[src/hdl/hsv2rgb_pkg.sv]
// Shared types, constants and fixed-point helpers for the HSV to RGB pixel converter.
package hsv2rgb_pkg;

    // Full-scale color level (1.0) and its product with a 0.16 unit fraction.
    localparam logic [7:0]  FULL_LEVEL = 8'd255;
    localparam logic [23:0] FULL_FRAC  = 24'd255 << 16;
    localparam logic [16:0] FRAC_ONE   = 17'h10000;

    // Input beat: one HSV pixel.
    typedef struct packed {
        logic [15:0] hue;
        logic [7:0]  saturation;
        logic [7:0]  brightness;
    } hsv_pixel_t;

    // Output beat: one RGB pixel.
    typedef struct packed {
        logic [7:0] red;
        logic [7:0] green;
        logic [7:0] blue;
    } rgb_pixel_t;

    // Color wheel sector, the integer part of hue times six.
    typedef enum logic [2:0] {
        SECTOR_RED_YELLOW     = 3'd0,
        SECTOR_YELLOW_GREEN   = 3'd1,
        SECTOR_GREEN_CYAN     = 3'd2,
        SECTOR_CYAN_BLUE      = 3'd3,
        SECTOR_BLUE_MAGENTA   = 3'd4,
        SECTOR_MAGENTA_RED    = 3'd5
    } sector_t;

    // The four levels that the sector router distributes.
    typedef struct packed {
        logic [7:0] v;
        logic [7:0] p;
        logic [7:0] q;
        logic [7:0] t;
    } levels_t;

    // First guess of x / 255 as x * 257 / 65536; it is exact or one too small.
    function automatic logic [7:0] div255_estimate(input logic [15:0] x);
        logic [24:0] sum;
        sum = {9'd0, x} + {1'b0, x, 8'd0};
        return sum[23:16];
    endfunction

    // Final x / 255 from the guess: one compare on the remainder.
    function automatic logic [7:0] div255_correct(input logic [15:0] x,
                                                   input logic [7:0]  est);
        logic [16:0] prod;
        logic [16:0] rem;
        prod = {1'b0, est, 8'd0} - {9'd0, est};
        rem  = {1'b0, x} - prod;
        return (rem >= {9'd0, FULL_LEVEL}) ? est + 8'd1 : est;
    endfunction

endpackage

[src/hdl/hsv_to_rgb_pixel_converter.sv]
// Top level of the HSV to RGB pixel converter: six-stage pipeline with stall control.
//
//   Port group  Dir  Handshake               Beat
//   hsv         in   hsv_valid / hsv_ready   hsv_pixel_t (hue, saturation, brightness)
//   rgb         out  rgb_valid / rgb_ready   rgb_pixel_t (red, green, blue)
//
// One pixel is taken every clock cycle unless rgb_ready holds off a full pipeline.
// Six register stages: sector and p product, s*f products, v products,
// divide-by-255 guess, divide-by-255 fix, sector routing into the output register.
// Reset clears only the stage valid bits; the data registers are not reset.
// A stage loads whenever it is empty or the stage after it moves, so bubbles
// are squeezed out and input stalls only when every stage holds a pixel.
// Zero saturation needs no special path: p, q and t all equal v there.
module hsv_to_rgb_pixel_converter (
    input  logic                    clk,
    input  logic                    rst_n,
    input  logic                    hsv_valid,
    output logic                    hsv_ready,
    input  hsv2rgb_pkg::hsv_pixel_t hsv,
    output logic                    rgb_valid,
    input  logic                    rgb_ready,
    output hsv2rgb_pkg::rgb_pixel_t rgb
);

    // Stage valid bits and load enables.
    logic s1_vld_reg, s2_vld_reg, s3_vld_reg, s4_vld_reg, s5_vld_reg, s6_vld_reg;
    logic ld1, ld2, ld3, ld4, ld5, ld6;

    // Stage 1: sector, fraction, inputs, p numerator.
    hsv2rgb_pkg::sector_t s1_sector_reg, s1_sector_next;
    logic [15:0] s1_frac_reg, s1_frac_next;
    logic [7:0]  s1_sat_reg, s1_sat_next;
    logic [7:0]  s1_val_reg, s1_val_next;
    logic [15:0] s1_pnum_reg, s1_pnum_next;

    // Stage 2: q and t factors.
    hsv2rgb_pkg::sector_t s2_sector_reg;
    logic [7:0]  s2_val_reg;
    logic [15:0] s2_pnum_reg;
    logic [23:0] s2_qfac_reg, s2_qfac_next;
    logic [23:0] s2_tfac_reg, s2_tfac_next;

    // Stage 3: upper halves of the q and t numerators.
    hsv2rgb_pkg::sector_t s3_sector_reg;
    logic [7:0]  s3_val_reg;
    logic [15:0] s3_pnum_reg;
    logic [15:0] s3_qnum_reg, s3_qnum_next;
    logic [15:0] s3_tnum_reg, s3_tnum_next;

    // Stage 4: quotient guesses.
    hsv2rgb_pkg::sector_t s4_sector_reg;
    logic [7:0]  s4_val_reg;
    logic [15:0] s4_pnum_reg, s4_qnum_reg, s4_tnum_reg;
    logic [7:0]  s4_pest_reg, s4_pest_next;
    logic [7:0]  s4_qest_reg, s4_qest_next;
    logic [7:0]  s4_test_reg, s4_test_next;

    // Stage 5: final levels.
    hsv2rgb_pkg::sector_t s5_sector_reg;
    hsv2rgb_pkg::levels_t s5_levels_reg, s5_levels_next;

    // Stage 6: output pixel.
    hsv2rgb_pkg::rgb_pixel_t s6_rgb_reg, s6_rgb_next;

    // Product temporaries.
    logic [18:0] hue_x6;
    logic [23:0] sat_frac;
    logic [16:0] frac_rest;
    logic [24:0] sat_rest;
    logic [31:0] qprod;
    logic [31:0] tprod;

    // Backpressure: a stage loads when empty or when its successor loads.
    assign ld6       = !s6_vld_reg || rgb_ready;
    assign ld5       = !s5_vld_reg || ld6;
    assign ld4       = !s4_vld_reg || ld5;
    assign ld3       = !s3_vld_reg || ld4;
    assign ld2       = !s2_vld_reg || ld3;
    assign ld1       = !s1_vld_reg || ld2;
    assign hsv_ready = ld1;

    // Stage 1: hue times six by shift and add, and the p numerator v*(255-s).
    always_comb
    begin
        hue_x6         = {1'b0, hsv.hue, 2'b00} + {2'b00, hsv.hue, 1'b0};
        s1_sector_next = hsv2rgb_pkg::sector_t'(hue_x6[18:16]);
        s1_frac_next   = hue_x6[15:0];
        s1_sat_next    = hsv.saturation;
        s1_val_next    = hsv.brightness;
        s1_pnum_next   = {8'd0, hsv.brightness}
                       * {8'd0, hsv2rgb_pkg::FULL_LEVEL - hsv.saturation};
    end

    // Stage 2: s*f and s*(1-f), each taken from full scale.
    always_comb
    begin
        sat_frac     = {16'd0, s1_sat_reg} * {8'd0, s1_frac_reg};
        frac_rest    = hsv2rgb_pkg::FRAC_ONE - {1'b0, s1_frac_reg};
        sat_rest     = {17'd0, s1_sat_reg} * {8'd0, frac_rest};
        s2_qfac_next = hsv2rgb_pkg::FULL_FRAC - sat_frac;
        s2_tfac_next = hsv2rgb_pkg::FULL_FRAC - sat_rest[23:0];
    end

    // Stage 3: v times each factor; dropping the low 16 bits is the first floor.
    always_comb
    begin
        qprod        = {24'd0, s2_val_reg} * {8'd0, s2_qfac_reg};
        tprod        = {24'd0, s2_val_reg} * {8'd0, s2_tfac_reg};
        s3_qnum_next = qprod[31:16];
        s3_tnum_next = tprod[31:16];
    end

    // Stage 4: reciprocal guesses of each numerator over 255.
    always_comb
    begin
        s4_pest_next = hsv2rgb_pkg::div255_estimate(s3_pnum_reg);
        s4_qest_next = hsv2rgb_pkg::div255_estimate(s3_qnum_reg);
        s4_test_next = hsv2rgb_pkg::div255_estimate(s3_tnum_reg);
    end

    // Stage 5: remainder check fixes each guess.
    always_comb
    begin
        s5_levels_next.v = s4_val_reg;
        s5_levels_next.p = hsv2rgb_pkg::div255_correct(s4_pnum_reg, s4_pest_reg);
        s5_levels_next.q = hsv2rgb_pkg::div255_correct(s4_qnum_reg, s4_qest_reg);
        s5_levels_next.t = hsv2rgb_pkg::div255_correct(s4_tnum_reg, s4_test_reg);
    end

    // Stage 6: route levels to channels.
    hsv2rgb_sector_route u_route (
        .sector (s5_sector_reg),
        .levels (s5_levels_reg),
        .pixel  (s6_rgb_next)
    );

    // Valid bits move with the data.
    always_ff @(posedge clk or negedge rst_n)
    begin
        if (!rst_n)
        begin
            s1_vld_reg <= 1'b0;
            s2_vld_reg <= 1'b0;
            s3_vld_reg <= 1'b0;
            s4_vld_reg <= 1'b0;
            s5_vld_reg <= 1'b0;
            s6_vld_reg <= 1'b0;
        end
        else
        begin
            if (ld1)
            begin
                s1_vld_reg <= hsv_valid;
            end
            if (ld2)
            begin
                s2_vld_reg <= s1_vld_reg;
            end
            if (ld3)
            begin
                s3_vld_reg <= s2_vld_reg;
            end
            if (ld4)
            begin
                s4_vld_reg <= s3_vld_reg;
            end
            if (ld5)
            begin
                s5_vld_reg <= s4_vld_reg;
            end
            if (ld6)
            begin
                s6_vld_reg <= s5_vld_reg;
            end
        end
    end

    // Data registers, loaded with their stage.
    always_ff @(posedge clk)
    begin
        if (ld1)
        begin
            s1_sector_reg <= s1_sector_next;
            s1_frac_reg   <= s1_frac_next;
            s1_sat_reg    <= s1_sat_next;
            s1_val_reg    <= s1_val_next;
            s1_pnum_reg   <= s1_pnum_next;
        end
        if (ld2)
        begin
            s2_sector_reg <= s1_sector_reg;
            s2_val_reg    <= s1_val_reg;
            s2_pnum_reg   <= s1_pnum_reg;
            s2_qfac_reg   <= s2_qfac_next;
            s2_tfac_reg   <= s2_tfac_next;
        end
        if (ld3)
        begin
            s3_sector_reg <= s2_sector_reg;
            s3_val_reg    <= s2_val_reg;
            s3_pnum_reg   <= s2_pnum_reg;
            s3_qnum_reg   <= s3_qnum_next;
            s3_tnum_reg   <= s3_tnum_next;
        end
        if (ld4)
        begin
            s4_sector_reg <= s3_sector_reg;
            s4_val_reg    <= s3_val_reg;
            s4_pnum_reg   <= s3_pnum_reg;
            s4_qnum_reg   <= s3_qnum_reg;
            s4_tnum_reg   <= s3_tnum_reg;
            s4_pest_reg   <= s4_pest_next;
            s4_qest_reg   <= s4_qest_next;
            s4_test_reg   <= s4_test_next;
        end
        if (ld5)
        begin
            s5_sector_reg <= s4_sector_reg;
            s5_levels_reg <= s5_levels_next;
        end
        if (ld6)
        begin
            s6_rgb_reg <= s6_rgb_next;
        end
    end

    assign rgb_valid = s6_vld_reg;
    assign rgb       = s6_rgb_reg;

`ifndef NO_ASSERTIONS
    // Levels derived from v never exceed v.
    a_levels_bounded: assert property (@(posedge clk) disable iff (!rst_n)
        s5_vld_reg |-> (s5_levels_reg.p <= s5_levels_reg.v
                     && s5_levels_reg.q <= s5_levels_reg.v
                     && s5_levels_reg.t <= s5_levels_reg.v))
        else $error("derived level above v");

    // Input stalls only when every stage is occupied.
    a_stall_only_full: assert property (@(posedge clk) disable iff (!rst_n)
        !hsv_ready |-> (s1_vld_reg && s2_vld_reg && s3_vld_reg
                     && s4_vld_reg && s5_vld_reg && s6_vld_reg))
        else $error("input stalled with a bubble in the pipeline");

    // A held stage keeps its pixel.
    a_stage_holds: assert property (@(posedge clk) disable iff (!rst_n)
        (s3_vld_reg && !ld4) |=> (s3_vld_reg && $stable(s3_qnum_reg)))
        else $error("stalled stage lost its pixel");
`endif

endmodule

[src/hdl/hsv2rgb_sector_route.sv]
// Sector router: places v, p, q and t on the red, green and blue channels.
module hsv2rgb_sector_route (
    input  hsv2rgb_pkg::sector_t    sector,
    input  hsv2rgb_pkg::levels_t    levels,
    output hsv2rgb_pkg::rgb_pixel_t pixel
);

    // Each sector has one channel at v, one at p and one ramping through q or t.
    always_comb
    begin
        case (sector)
            hsv2rgb_pkg::SECTOR_RED_YELLOW:
            begin
                pixel.red   = levels.v;
                pixel.green = levels.t;
                pixel.blue  = levels.p;
            end
            hsv2rgb_pkg::SECTOR_YELLOW_GREEN:
            begin
                pixel.red   = levels.q;
                pixel.green = levels.v;
                pixel.blue  = levels.p;
            end
            hsv2rgb_pkg::SECTOR_GREEN_CYAN:
            begin
                pixel.red   = levels.p;
                pixel.green = levels.v;
                pixel.blue  = levels.t;
            end
            hsv2rgb_pkg::SECTOR_CYAN_BLUE:
            begin
                pixel.red   = levels.p;
                pixel.green = levels.q;
                pixel.blue  = levels.v;
            end
            hsv2rgb_pkg::SECTOR_BLUE_MAGENTA:
            begin
                pixel.red   = levels.t;
                pixel.green = levels.p;
                pixel.blue  = levels.v;
            end
            default:
            begin
                pixel.red   = levels.v;
                pixel.green = levels.p;
                pixel.blue  = levels.q;
            end
        endcase
    end

endmodule

[config.mk]
export PLATFORM = sky130hd
export DESIGN_NAME = hsv_to_rgb_pixel_converter
export DESIGN_NICKNAME = d
export VERILOG_FILES = /design/src/hdl/hsv2rgb_pkg.sv /design/src/hdl/hsv_to_rgb_pixel_converter.sv /design/src/hdl/hsv2rgb_sector_route.sv
export SDC_FILE = /design/constraint.sdc
export NUM_CORES = 2
export LEC_CHECK = 0
export ABC_AREA = 0
export BUFFER_PORTS_ARGS = -buffer_cell sky130_fd_sc_hd__buf_4
export CAP_MARGIN = 40
export CORE_MARGIN = 3
export CORE_UTILIZATION = 42
export DETAILED_ROUTE_END_ITERATION = 10
export PLACE_DENSITY = 0.65
export REMOVE_ABC_BUFFERS = 1
export SLEW_MARGIN = 20
export SYNTH_ARGS = -nofsm -noshare
export SYNTH_HDL_FRONTEND = slang
export SYNTH_SLANG_ARGS = --single-unit
[constraint.sdc]
create_clock -name clk -period 9.4 [get_ports clk]
set_input_delay 2.82 -clock clk [delete_from_list [all_inputs] [get_ports clk]]
set_output_delay 2.82 -clock clk [all_outputs]
set_load 0.05 [all_outputs]
==> impl_metrics.toml <==
[status]
status = "completed"

[setup_path]
crit_path_end_kind = "output port"
crit_fanout = 15
path_buf_inv = 2
r2r_cells = 22
crit_chain = "buf_4 > nor2b_1 > nand3_4 > nor2_1 > nand3_2 > buf_4"
cp_common_cell = "buf_4"
r2r_setup_slack_ns = 3.20
crit_path_start_kind = "input port"
worstPathArrival_ns = 4.26
r2r-start = "s1_frac_reg[4]"
critical-path-top-delay-family = "simple AND/OR/NAND/NOR gates"
slowest_stage = "nor2_1"
startpoint = "rgb_ready"
critPathKind = "in2out"
cp_slowest_stage_delay_ns = 0.38
endpoint = "hsv_ready"
worstPathRequired_ns = 6.58
worst-path-stages = 6
regToRegEndpoint = "s2_tfac_reg[23]"

[placed_design]
dpl_worst_slack_ns = 2.19
port_buffers = 61
gp_congestion = 0.835
dpl.hpwl_um = 58400

[detailed_routing]
wl_per_cell_um = 15.5
totalWireLength_um = 75400
drcViolationCount = 0
vias = 24700
final_antenna_net_count = 0
drtPass1Iterations = 6
drt_iter0_markers = 1264
viasPerCell = 5.06

[die]
die_h_um = 303
placementRows = 108
dieArea_mm2 = 0.0916
initial_core_util_pct = 42.5
core_mm2 = 0.0870
die_x_um = 303
io_pins = 62

[yosys]
synth_xor_area_share_pct = 4.07
synth_area_per_cell_um2 = 10.1
synth_flop_cell = "edfxtp_1"
synth_mux_area_share_pct = 1.20
synth.distinct_cells = 81
synth_edf_count = 323
async_reset_ff_share_pct = 1.82
yosysSeqAreaShare_pct = 26.6
synthAdderAreaFrac_pct = 37.3
synth_area_mm2 = 0.0370
synth-simple-area-share_pct = 15.3
yosysWarnings = 0
synth_top_family_by_area = "adder cells"
synth-seq-cells = 329
synth_compound_area_share_pct = 7.66
synthCells = 3661

[finish]
area_delta_synth_final_pct = 8.77
nets = 4556
final_layout_size_suffix_gt1_share_pct = 5.49
register_area_mm2 = 0.00985
multi_input_area_mm2 = 0.0243
nFillCells = 8220
largest_register_ffs = 32
fin_util_pct = 46.2
n_antenna_cell = 0

[cts]
cts_hold_buf = 0
clkLatencyLatePin_ns = 0.58
root_buffer = "clkbuf_16"
cts_resized = 0
post_cts_buffers = 0
path_clk_slew_ns = 0.06
cts_max_level = 2
cts_tree = "yes"
cts_num_sinks = 329
cts_inserted_buffers = 40
clockBufferDepth = 3

[global_route]
grt_overflow_total = 0
grt_max_degree = 61
grt_pass1_vias = 25300
gr-usage-all-layers_pct = 16.9
antenna_found_initial = 0
grt_pass1_wl_um = 128000

[min_path]
hp-class = "reg2reg"

[sta]
finalHoldViolCount = 0
timing.final.crit_share_pct = 75.4
setup_ws_ns = 2.32
setup_viol = 0
rsz0062_at_grt = "false"
report.final.slew_viol_count = 0
worst_slew_pin_slew_ns = 0.753
finClkSkew_ns = 0.0274
max_slew_margin_pct = 49.4
period_minus_slack_ns = 7.08
timing.fmax_mhz = 141

[job]
max_cap_viol_count = 0
placed cells by master, fill, tap and decap left out, types with 50 or more instances in the layout:
cell and count:
inv_1 659, xnor2_1 122, ha_1 383, o21ai_0 64, fa_1 450, nand2_1 369
a21oi_1 131, buf_4 85, and2_1 311, edfxtp_1 323, nor2b_1 61, xor2_1 50
nor2_1 122
synthesized netlist by cell type (49+ instances only):
cell type / instances / area [um2]
xor2_1: 50 / 438
xnor2_1: 122 / 1070
edfxtp_1: 323 / 9700
fa_1: 450 / 9010
clkbuf_1: 94 / 353
nand2b_1: 49 / 307
nand2_1: 370 / 1390
o21ai_0: 64 / 320
inv_1: 660 / 2480
ha_1: 383 / 4790
nor2b_1: 61 / 382
a21oi_1: 131 / 656
and2_1: 311 / 1950
nor2_1: 122 / 458
metrics by stage:
step	TNS, ns	hold WS, ns	instances	instance area [um2]
floorplan	-0.721	0.400	3555	36600
global placement	0	0.400	4794	38700
detailed placement	0	0.405	4800	38800
CTS	0	0.400	4874	40200
global route	0	0.413	4874	40200
finish	0	0.402	4874	40200
worst min path at each step:
stage                    startpoint                 to  slack [ns]  cells past startpoint
finish                s4_val_reg[3]  s5_levels_reg[27]        0.40                      0
global placement     s1_pnum_reg[4]     s2_pnum_reg[4]        0.40                      0
floorplan            s1_pnum_reg[0]     s2_pnum_reg[0]        0.40                      0
detailed placement  s2_pnum_reg[12]    s3_pnum_reg[12]        0.40                      0
global route         s1_pnum_reg[0]     s2_pnum_reg[0]        0.41                      0
CTS                  s1_pnum_reg[7]     s2_pnum_reg[7]        0.40                      0
layer usage:
layer	vias to the layer above	track usage, %	wire [um]
li1	11900	-	-
met1	12200	23.8	36000
met2	435	28.3	35400
met3	93	1.75	2760
met4	0	3.46	1210
met5	-	0	0
cells by family after synthesis:
logic type / count (synthesis)
adders and majority gates: 833
and+or+nand+nor: 1101
muxes: 43
DFF: 329
buffers and inverters: 766
xor gates and xnor gates: 172
AOI/OAI and AO/OA: 417
layout make-up:
class	count	area share [%]
clock inverters	30	1.07
multi-input cells	2566	60.3
well taps	1155	3.59
clock buffers	44	2.53
flip-flops and latches	329	24.5
inverters	660	6.16
repair buffers	90	1.82
worst reg2reg max path: cells and delay by family (launching register included):
| kind | cells | cell delay (ns) |
|---|---|---|
| xor+xnor | 2 | 0.66 |
| fa+ha+maj | 5 | 2.33 |
| flops | 1 | 0.59 |
| compound gates | 5 | 0.96 |
| simple gates | 6 | 1.23 |
| buf+inv | 4 | 0.19 |
Power is left out: the tool's default activity adds up to more than one toggle a clock period on the data nets, which glitch-free logic cannot reach.
